<file path="src/design/md5_message_digest_assert.svh">
// ---------------------------------------------------------------------------
// md5 assertion macros
// concurrent checks, empty bodies when SYNTH is defined
// ---------------------------------------------------------------------------
`ifndef MD5_MESSAGE_DIGEST_ASSERT_SVH
`define MD5_MESSAGE_DIGEST_ASSERT_SVH
`ifndef SYNTH
`define MD5_ASSERT_SAME(lbl, clk, rst, ante, cons) \
   lbl: assert property (@(posedge clk) disable iff (rst) (ante) |-> (cons)) \
      else $error("md5 check failed in same cycle");
`define MD5_ASSERT_NEXT(lbl, clk, rst, ante, cons) \
   lbl: assert property (@(posedge clk) disable iff (rst) (ante) |=> (cons)) \
      else $error("md5 check failed in next cycle");
`else
`define MD5_ASSERT_SAME(lbl, clk, rst, ante, cons)
`define MD5_ASSERT_NEXT(lbl, clk, rst, ante, cons)
`endif
`endif

</file>
<file path="src/design/md5_pkg.sv">
// ---------------------------------------------------------------------------
// md5 package
// beat types, round constants and helper functions for the md5 block
// ---------------------------------------------------------------------------
package md5_pkg;

   localparam int BLOCK_WORDS = 16;
   localparam int ROUNDS      = 64;

   localparam logic [7:0] PAD_BYTE = 8'h80;

   typedef struct packed {
      logic [31:0] data_word;
      logic [2:0]  byte_count;
      logic        message_end;
   } req_type;

   typedef struct packed {
      logic [31:0] digest_word;
      logic [1:0]  word_index;
      logic        last_of_run;
   } rsp_type;

   // index 0 is A
   typedef logic [3:0][31:0] quad_type;

   typedef struct packed {
      logic        final_blk;
      logic [3:0]  words_filled;
      logic        pad_next;
      logic        two_blocks;
      logic [63:0] bit_len;
   } pad_ctx_type;

   localparam quad_type IV = {32'h10325476, 32'h98BADCFE, 32'hEFCDAB89, 32'h67452301};

   localparam logic [31:0] K_TAB [ROUNDS] = '{
      32'hD76AA478, 32'hE8C7B756, 32'h242070DB, 32'hC1BDCEEE, 32'hF57C0FAF,
      32'h4787C62A, 32'hA8304613, 32'hFD469501, 32'h698098D8, 32'h8B44F7AF,
      32'hFFFF5BB1, 32'h895CD7BE, 32'h6B901122, 32'hFD987193, 32'hA679438E,
      32'h49B40821, 32'hF61E2562, 32'hC040B340, 32'h265E5A51, 32'hE9B6C7AA,
      32'hD62F105D, 32'h02441453, 32'hD8A1E681, 32'hE7D3FBC8, 32'h21E1CDE6,
      32'hC33707D6, 32'hF4D50D87, 32'h455A14ED, 32'hA9E3E905, 32'hFCEFA3F8,
      32'h676F02D9, 32'h8D2A4C8A, 32'hFFFA3942, 32'h8771F681, 32'h6D9D6122,
      32'hFDE5380C, 32'hA4BEEA44, 32'h4BDECFA9, 32'hF6BB4B60, 32'hBEBFBC70,
      32'h289B7EC6, 32'hEAA127FA, 32'hD4EF3085, 32'h04881D05, 32'hD9D4D039,
      32'hE6DB99E5, 32'h1FA27CF8, 32'hC4AC5665, 32'hF4292244, 32'h432AFF97,
      32'hAB9423A7, 32'hFC93A039, 32'h655B59C3, 32'h8F0CCC92, 32'hFFEFF47D,
      32'h85845DD1, 32'h6FA87E4F, 32'hFE2CE6E0, 32'hA3014314, 32'h4E0811A1,
      32'hF7537E82, 32'hBD3AF235, 32'h2AD7D2BB, 32'hEB86D391};

   localparam logic [4:0] ROT_TAB [16] = '{
      5'd7, 5'd12, 5'd17, 5'd22, 5'd5, 5'd9, 5'd14, 5'd20,
      5'd4, 5'd11, 5'd16, 5'd23, 5'd6, 5'd10, 5'd15, 5'd21};

   // message word used by a round
   function automatic logic [3:0] msg_index(input logic [5:0] r);
      logic [3:0] idx;
      case (r[5:4])
         2'd0:    idx = r[3:0];
         2'd1:    idx = r[3:0] * 4'd5 + 4'd1;
         2'd2:    idx = r[3:0] * 4'd3 + 4'd5;
         default: idx = r[3:0] * 4'd7;
      endcase
      return idx;
   endfunction

   function automatic logic [4:0] rot_amount(input logic [5:0] r);
      return ROT_TAB[{r[5:4], r[1:0]}];
   endfunction

   function automatic logic [31:0] rotl32(input logic [31:0] x, input logic [4:0] s);
      return (x << s) | (x >> (6'd32 - {1'b0, s}));
   endfunction

endpackage

</file>
<file path="src/design/md5_ram.sv">
// ---------------------------------------------------------------------------
// md5 ram
// generic single write port, single read port ram with registered read
// ---------------------------------------------------------------------------
module md5_ram #(
   parameter int WIDTH = 32,
   parameter int DEPTH = 16
) (
   input  logic                     clock,
   input  logic                     wr_en,
   input  logic [$clog2(DEPTH)-1:0] wr_addr,
   input  logic [WIDTH-1:0]         wr_data,
   input  logic [$clog2(DEPTH)-1:0] rd_addr,
   output logic [WIDTH-1:0]         rd_data
);

   logic [WIDTH-1:0] mem_ff [DEPTH];
   logic [WIDTH-1:0] rd_data_ff;

   always_ff @(posedge clock) begin
      if (wr_en) begin
         mem_ff[wr_addr] <= wr_data;
      end
      rd_data_ff <= mem_ff[rd_addr];
   end

   assign rd_data = rd_data_ff;

endmodule

</file>
<file path="src/design/md5_pad.sv">
// ---------------------------------------------------------------------------
// md5 pad
// supplies each round's message word, inserting padding and bit length
// ---------------------------------------------------------------------------
module md5_pad (
   input  md5_pkg::pad_ctx_type ctx,
   input  logic                 blk,
   input  logic [3:0]           word_idx,
   input  logic [31:0]          ram_word,
   output logic [31:0]          msg_word
);

   logic [4:0] pos;
   logic [4:0] filled;
   logic [4:0] len_pos;

   assign pos     = {blk, word_idx};
   assign filled  = {1'b0, ctx.words_filled};
   assign len_pos = ctx.two_blocks ? 5'd30 : 5'd14;

   always_comb begin
      if (!ctx.final_blk) begin
         msg_word = ram_word;
      end else if (pos <= filled) begin
         msg_word = ram_word;
      end else if (ctx.pad_next && pos == filled + 5'd1) begin
         msg_word = {24'd0, md5_pkg::PAD_BYTE};
      end else if (pos == len_pos) begin
         msg_word = ctx.bit_len[31:0];
      end else if (pos == len_pos + 5'd1) begin
         msg_word = ctx.bit_len[63:32];
      end else begin
         msg_word = 32'd0;
      end
   end

endmodule

</file>
<file path="src/design/md5_round.sv">
// ---------------------------------------------------------------------------
// md5 round
// one md5 compression round, reused for all 64 steps of a block
// ---------------------------------------------------------------------------
module md5_round (
   input  md5_pkg::quad_type state_q,
   input  logic [31:0]       msg_word,
   input  logic [5:0]        round_idx,
   output md5_pkg::quad_type state_d
);

   logic [31:0] a, b, c, d;
   logic [31:0] fv;
   logic [31:0] sum;
   logic [31:0] rot;

   assign a = state_q[0];
   assign b = state_q[1];
   assign c = state_q[2];
   assign d = state_q[3];

   always_comb begin
      case (round_idx[5:4])
         2'd0:    fv = (b & c) | (~b & d);
         2'd1:    fv = (b & d) | (c & ~d);
         2'd2:    fv = b ^ c ^ d;
         default: fv = c ^ (b | ~d);
      endcase
   end

   assign sum = a + fv + msg_word + md5_pkg::K_TAB[round_idx];
   assign rot = md5_pkg::rotl32(sum, md5_pkg::rot_amount(round_idx));

   assign state_d[0] = d;
   assign state_d[1] = rot + b;
   assign state_d[2] = b;
   assign state_d[3] = c;

endmodule

</file>
<file path="src/design/md5_message_digest.sv">
// ---------------------------------------------------------------------------
// md5 message digest
// streaming md5 hash over 32-bit little-endian message words
// ---------------------------------------------------------------------------
// req channel: one message word per beat, first byte in bits 7..0; byte_count
//   matters only on the beat with message_end set (0 to 4 bytes, above 4 = 4).
// rsp channel: four beats per message, digest words A to D, last_of_run on D.
// an ordinary word is taken while idle; the sixteenth word of a block starts a
//   compression (one load, 64 rounds, one fold) during which req_ready is low.
//   the single round unit, reused for every round, limits how fast blocks go.
// the end beat costs one compression, or two when more than 55 bytes are
//   pending, then the four digest beats follow at up to one a cycle.
// rsp_valid stays high while the receiver stalls; no new message word is
//   taken until the fourth digest beat has gone.
// reset restores the initial chaining value and clears the word and byte
//   counts; the block is ready straight out of reset.
// ---------------------------------------------------------------------------
`include "md5_message_digest_assert.svh"

module md5_message_digest (
   input  logic               clock,
   input  logic               reset,
   input  logic               req_valid,
   output logic               req_ready,
   input  md5_pkg::req_type   req_data,
   output logic               rsp_valid,
   input  logic               rsp_ready,
   output md5_pkg::rsp_type   rsp_data
);

   typedef enum logic [4:0] {
      ST_IDLE  = 5'b00001,
      ST_LOAD  = 5'b00010,
      ST_ROUND = 5'b00100,
      ST_FOLD  = 5'b01000,
      ST_EMIT  = 5'b10000
   } state_type;

   state_type         state_ff, state_in;
   md5_pkg::quad_type chain_ff, chain_in;
   md5_pkg::quad_type work_ff, work_in;
   logic [3:0]        wf_ff, wf_in;
   logic [60:0]       len_ff, len_in;
   logic [5:0]        round_ff, round_in;
   logic              blk_ff, blk_in;
   logic              final_ff, final_in;
   logic              pad_next_ff, pad_next_in;
   logic              two_ff, two_in;
   logic [1:0]        idx_ff, idx_in;

   logic              req_acc;
   logic              rsp_acc;
   logic [2:0]        nb_sat;
   logic [31:0]       data_masked;
   logic [31:0]       data_padded;
   logic [6:0]        pend;
   logic [5:0]        round_nxt;
   logic [3:0]        rd_addr;
   logic [31:0]       ram_word;
   logic [31:0]       msg_word;
   md5_pkg::quad_type round_out;
   md5_pkg::pad_ctx_type pad_ctx;

   assign req_ready = (state_ff == ST_IDLE);
   assign req_acc   = req_valid && req_ready;
   assign rsp_valid = (state_ff == ST_EMIT);
   assign rsp_acc   = rsp_valid && rsp_ready;

   assign nb_sat = (req_data.byte_count > 3'd4) ? 3'd4 : req_data.byte_count;

   always_comb begin
      case (nb_sat)
         3'd0:    data_masked = 32'd0;
         3'd1:    data_masked = {24'd0, req_data.data_word[7:0]};
         3'd2:    data_masked = {16'd0, req_data.data_word[15:0]};
         3'd3:    data_masked = {8'd0, req_data.data_word[23:0]};
         default: data_masked = req_data.data_word;
      endcase
   end

   assign data_padded = (nb_sat == 3'd4) ? data_masked :
      (data_masked | ({24'd0, md5_pkg::PAD_BYTE} << {nb_sat[1:0], 3'b000}));

   assign pend      = {1'b0, wf_ff, 2'b00} + {4'd0, nb_sat};
   assign round_nxt = round_ff + 6'd1;
   assign rd_addr   = (state_ff == ST_ROUND) ? md5_pkg::msg_index(round_nxt) :
                      md5_pkg::msg_index(6'd0);

   md5_ram #(
      .WIDTH (32),
      .DEPTH (md5_pkg::BLOCK_WORDS)
   ) u_block_ram (
      .clock   (clock),
      .wr_en   (req_acc),
      .wr_addr (wf_ff),
      .wr_data (req_data.message_end ? data_padded : req_data.data_word),
      .rd_addr (rd_addr),
      .rd_data (ram_word)
   );

   assign pad_ctx.final_blk    = final_ff;
   assign pad_ctx.words_filled = wf_ff;
   assign pad_ctx.pad_next     = pad_next_ff;
   assign pad_ctx.two_blocks   = two_ff;
   assign pad_ctx.bit_len      = {len_ff, 3'b000};

   md5_pad u_pad (
      .ctx      (pad_ctx),
      .blk      (blk_ff),
      .word_idx (md5_pkg::msg_index(round_ff)),
      .ram_word (ram_word),
      .msg_word (msg_word)
   );

   md5_round u_round (
      .state_q   (work_ff),
      .msg_word  (msg_word),
      .round_idx (round_ff),
      .state_d   (round_out)
   );

   always_comb begin
      state_in    = state_ff;
      chain_in    = chain_ff;
      work_in     = work_ff;
      wf_in       = wf_ff;
      len_in      = len_ff;
      round_in    = round_ff;
      blk_in      = blk_ff;
      final_in    = final_ff;
      pad_next_in = pad_next_ff;
      two_in      = two_ff;
      idx_in      = idx_ff;
      case (state_ff)
         ST_IDLE: begin
            if (req_acc) begin
               blk_in = 1'b0;
               if (req_data.message_end) begin
                  len_in      = len_ff + {58'd0, nb_sat};
                  final_in    = 1'b1;
                  pad_next_in = (nb_sat == 3'd4);
                  two_in      = (pend > 7'd55);
                  state_in    = ST_LOAD;
               end else begin
                  len_in   = len_ff + 61'd4;
                  wf_in    = wf_ff + 4'd1;
                  final_in = 1'b0;
                  if (wf_ff == 4'd15) begin
                     state_in = ST_LOAD;
                  end
               end
            end
         end
         ST_LOAD: begin
            work_in  = chain_ff;
            round_in = 6'd0;
            state_in = ST_ROUND;
         end
         ST_ROUND: begin
            work_in  = round_out;
            round_in = round_nxt;
            if (round_ff == 6'd63) begin
               state_in = ST_FOLD;
            end
         end
         ST_FOLD: begin
            for (int k = 0; k < 4; k++) begin
               chain_in[k] = chain_ff[k] + work_ff[k];
            end
            if (final_ff && two_ff && !blk_ff) begin
               blk_in   = 1'b1;
               state_in = ST_LOAD;
            end else if (final_ff) begin
               idx_in   = 2'd0;
               state_in = ST_EMIT;
            end else begin
               state_in = ST_IDLE;
            end
         end
         ST_EMIT: begin
            if (rsp_acc) begin
               idx_in = idx_ff + 2'd1;
               if (idx_ff == 2'd3) begin
                  chain_in = md5_pkg::IV;
                  wf_in    = 4'd0;
                  len_in   = 61'd0;
                  final_in = 1'b0;
                  state_in = ST_IDLE;
               end
            end
         end
         default: begin
            state_in = ST_IDLE;
         end
      endcase
   end

   always_ff @(posedge clock) begin
      if (reset) begin
         state_ff <= ST_IDLE;
         chain_ff <= md5_pkg::IV;
         wf_ff    <= 4'd0;
         len_ff   <= 61'd0;
         round_ff <= 6'd0;
         blk_ff   <= 1'b0;
         final_ff <= 1'b0;
         idx_ff   <= 2'd0;
      end else begin
         state_ff <= state_in;
         chain_ff <= chain_in;
         wf_ff    <= wf_in;
         len_ff   <= len_in;
         round_ff <= round_in;
         blk_ff   <= blk_in;
         final_ff <= final_in;
         idx_ff   <= idx_in;
      end
   end

   always_ff @(posedge clock) begin
      work_ff     <= work_in;
      pad_next_ff <= pad_next_in;
      two_ff      <= two_in;
   end

   assign rsp_data.digest_word = chain_ff[idx_ff];
   assign rsp_data.word_index  = idx_ff;
   assign rsp_data.last_of_run = (idx_ff == 2'd3);

   // a word and a digest beat never move in the same cycle
   `MD5_ASSERT_SAME(a_no_overlap, clock, reset, req_ready, !rsp_valid)
   // the last round is always followed by the fold
   `MD5_ASSERT_NEXT(a_round_fold, clock, reset,
      (state_ff == ST_ROUND) && (round_ff == 6'd63), state_ff == ST_FOLD)
   // the end beat always starts a compression
   `MD5_ASSERT_NEXT(a_end_load, clock, reset,
      req_acc && req_data.message_end, (state_ff == ST_LOAD) && final_ff)
   // after the final digest beat the chaining value is back at its start value
   `MD5_ASSERT_NEXT(a_iv_back, clock, reset,
      rsp_acc && rsp_data.last_of_run,
      req_ready && (chain_ff == md5_pkg::IV) && (wf_ff == 4'd0))

endmodule
</file>
<file path="config.mk">
export PLATFORM = sky130hd
export DESIGN_NAME = md5_message_digest
export DESIGN_NICKNAME = d
export VERILOG_FILES = /design/src/design/md5_pkg.sv /design/src/design/md5_ram.sv /design/src/design/md5_pad.sv /design/src/design/md5_round.sv /design/src/design/md5_message_digest.sv
export VERILOG_INCLUDE_DIRS = /design/src /design/src/design
export SDC_FILE = /design/constraint.sdc
export NUM_CORES = 2
export LEC_CHECK = 0
export BUFFER_PORTS_ARGS = -buffer_cell sky130_fd_sc_hd__clkbuf_2
export CELL_PAD_IN_SITES_DETAIL_PLACEMENT = 0
export CELL_PAD_IN_SITES_GLOBAL_PLACEMENT = 1
export CORE_ASPECT_RATIO = 1.75
export CORE_MARGIN = 2
export CORE_UTILIZATION = 51
export CTS_CLUSTER_DIAMETER = 50
export DETAILED_ROUTE_END_ITERATION = 7
export HOLD_SLACK_MARGIN = 0.02
export PLACE_DENSITY_LB_ADDON = 0.1
export SYNTH_ARGS = -nofsm -noshare
export SYNTH_HDL_FRONTEND = slang
export SYNTH_SLANG_ARGS = --single-unit
</file>
<file path="constraint.sdc">
create_clock -name clock -period 16.7 [get_ports clock]
set_clock_uncertainty 0.2 [all_clocks]
set_input_delay 0.835 -clock clock [delete_from_list [all_inputs] [get_ports clock]]
set_output_delay 0.835 -clock clock [all_outputs]
set_load 0.02 [all_outputs]
</file>
==> results_dict.tcl <==
set metrics [dict create \
    cts_buffers 86 \
    initial_core_util 0.515 \
    first_iter_violations 3970 \
    die_area_sq_mm 0.111 \
    cap_viol_max_count 0 \
    ff2ff_path_depth 45 \
    pwr-share-comb 0.661 \
    numPortBuffers 76 \
    antenna_found_initial 8 \
    relSlewSlack 0.0231 \
    firstDrtPassIters 8 \
    startpoint "round_ff[1]" \
    synth_top_family_by_area "compound AO/OA/AOI/OAI gates" \
    clock_latency_ns 0.72 \
    grt_pass1_vias 45300 \
    p_leak_uw 0.0226 \
    synthSimpleGateAreaFrac 0.154 \
    grt_usage 0.379 \
    hpwlAfterDp_um 151000 \
    swShare 0.517 \
    drc_errors 2 \
    hold_viol 0 \
    synth_cell_types 102 \
    p_switching_uw 7280 \
    fin_tns_setup_ns 0 \
    ctsResizeCount 0 \
    yosysSeqAreaShare 0.436 \
    holdCritStartpoint "rsp_ready" \
    clockRootBuffer "clkbuf_16" \
    timing.rr.start "round_ff[1]" \
    cts.sinks 882 \
    power_density_mw_per_mm2 234 \
    yosys_warnings 0 \
    synth_edf_count 642 \
    hold_depth 3 \
    cpMaxStageDelayCell "o311ai_4" \
    critPathMostFrequentCell "a21oi_1" \
    vias 46700 \
    fin_nets 6122 \
    ioPinCount 77 \
    grt_setup_unrepaired "no" \
    synth-compound-area-share 0.204 \
    finalCritPeriodShare 0.846 \
    drt.antenna.violating_nets 0 \
    p_seq_frac 0.190 \
    cts_setup_buffers 0 \
    routed_wl_um 212000 \
    hold_path_class "input pin to register" \
    grt_pass1_wl_um 305000 \
    cts_tree "yes" \
    total_power_uw 14100 \
    cts_hold_buf 0 \
    crit_required_ns 16.92 \
    cp_max_fo 32 \
    ys_async_sr_fraction 0 \
    syn-num-nets 6209 \
    die_y_um 440 \
    crit_buf_inv 6 \
    viasPerCell 6.47 \
    core_sq_mm 0.107 \
    layout-drive-gt1-share 0.0813 \
    synth_mux_area_frac 0.0365 \
    peakVddDrop_v 0.000195 \
    crit_type "register to register" \
    drv_slew 0 \
    chipWidth_um 253 \
    layout_commonest_cell "nand2_1" \
    end_kind "register" \
    syn-cell-area_sq_mm 0.0553 \
    layout_common_cells "nand2_1 (933), edfxtp_1 (642), nor2_1 (383), a21oi_1 (383), o21ai_0 (307)" \
    critPathArrivalTime_ns 14.34 \
    fin_hold_ws_ns 0.281 \
    cts.htree.levels 3 \
    grt_max_degree 133 \
    area_delta_synth_final_pct 8.81 \
    failed_checks "DRC" \
    post_drt_wl_per_cell_um 29.4 \
    cpLargestDelayFamily "compound AO/OA/AOI/OAI gates" \
    status "complete, but fails checks" \
    fin_crit_ns 14.12 \
    pwr-share-clk 0.149 \
    place.gp.congestion 1.02 \
    synth_flop_cell "edfxtp_1" \
    synthAdderAreaFrac 0.0857 \
    start_kind "register" \
    row_count 159 \
    overflow 0 \
    max_freq_mhz 70.8 \
    finalSetupViolCount 0 \
    synth-seq-cells 882 \
    worst_pin_slew_ns 1.47 \
    synthXorXnorAreaFrac 0.0427 \
    cp.depth 45 \
    intPower_uw 6790 \
    clk_pin_slew_ns 0.07 \
    syn_avg_cell_area_sq_um 9.44 \
    cts_max_path_buffers 3 \
    max_stage_delay_ns 0.69 \
    syn_inst 5859 \
]
==> worst paths after layout <==
check	endpoint	slack [ns]
hold reg to reg	len_ff[59]	0.29
setup / recovery	work_ff[62]	2.58
hold / removal	idx_ff[1]	0.28
setup reg to reg	work_ff[62]	2.58
==> cells by family after synthesis <==
logic type | count (synthesis)
adders and majority gates | 341
DFF | 882
xor gates and xnor gates | 263
muxes | 139
and+or+nand+nor | 1921
buffers and inverters | 601
AOI/OAI and AO/OA | 1712
==> metrics by stage <==
| stage | area, sq um | std cells | utilization | worst slack, ns |
|---|---|---|---|---|
| final | 60200 | 7217 | 0.560 | 2.58 |
| after CTS | 60100 | 7212 | 0.560 | 2.73 |
| after detailed placement | 57100 | 7051 | 0.531 | 2.72 |
| after global routing | 60100 | 7213 | 0.560 | 1.64 |
| after global placement | 57100 | 7051 | 0.531 | 3.05 |
| after floorplan | 55300 | 5859 | - | 4.58 |
==> cells in the mapped netlist (31+ instances only) <==
master      n  area [sq um]
o21ai_0   308          1540
buf_1      40           150
o31ai_1    40           300
a22oi_1    50           375
edfxtp_1  642         19300
nor2b_1    34           213
a21oi_1   383          1920
a21o_1     91           683
xor2_1    123          1080
o221ai_1   66           578
nand2b_1   39           244
nor3_1     78           390
clkbuf_1  301          1130
maj3_1     31           310
and3_1     38           238
or3_1      35           219
and2_1    147           920
inv_1     236           886
a211oi_1  205          1540
a311oi_1   74           648
ha_1      237          2970
nand3_1   109           546
fa_1       73          1460
mux2i_1    80           801
o22ai_1    58           363
nor2_1    397          1490
xnor2_1   136          1190
a31oi_1   157           982
o211ai_1   58           435
dfxtp_1   240          4800
nand2_1   937          3520
mux4_2     49          1100
==> layout make-up <==
| type | instances | area [sq um] |
|---|---|---|
| Tap cell | 1368 | 1710 |
| Sequential cell | 882 | 24100 |
| Antenna cell | 4 | 10.0 |
| Clock inverter | 51 | 736 |
| Fill cell | 9590 | 47300 |
| Clock buffer | 110 | 2300 |
| Multi-Input combinational cell | 4376 | 29200 |
| Inverter | 243 | 917 |
| Timing Repair Buffer | 183 | 1200 |
==> worst register-to-register path, delay by kind of cell, from the launching register on <==
family / cells / cell delay [ns]
multiplexers: 2 / 0.28
XOR/XNOR: 3 / 0.54
AO/OA/AOI/OAI: 24 / 7.17
buffers and inverters: 6 / 1.69
AND/OR/NAND/NOR: 2 / 0.21
flip-flops: 1 / 0.31
adder cells (fa/ha/maj): 8 / 3.48
==> power by group through the flow <==
stage	logic (uW)	clock network, uW	registers, uW
4_1_cts	8860	2120	2660
6_report	9300	2100	2670
5_1_grt	9790	2200	2670
3_3_place_gp	8850	0	2710
2_1_floorplan	5580	0	2620
3_5_place_dp	8820	0	2710
==> layer usage <==
| metal | vias up | wire (um) | part of all wire | global-route usage |
|---|---|---|---|---|
| met4 | 10 | 23200 | 0.11 | 0.346 |
| met5 | - | 69 | 0.00032 | 0 |
| met1 | 22600 | 69500 | 0.33 | 0.371 |
| met2 | 1909 | 106000 | 0.50 | 0.668 |
| met3 | 819 | 13500 | 0.063 | 0.0765 |
| li1 | 21400 | - | - | - |
==> registers in the layout, indices dropped and copies added, names as in the netlist <==
| signal | flops |
|---|---|
| wf_ff | 4 |
| work_ff | 128 |
| u_block_ram.rd_data | 32 |
| final_ff | 1 |
| pad_next_ff | 1 |
| blk_ff | 1 |
| len_ff | 61 |
| u_block_ram.mem_ff | 512 |
| two_ff | 1 |
| idx_ff | 2 |
| chain_ff | 128 |
| state_ff | 5 |
| round_ff | 6 |
No activity file was read; power rests on OpenSTA's default activity.
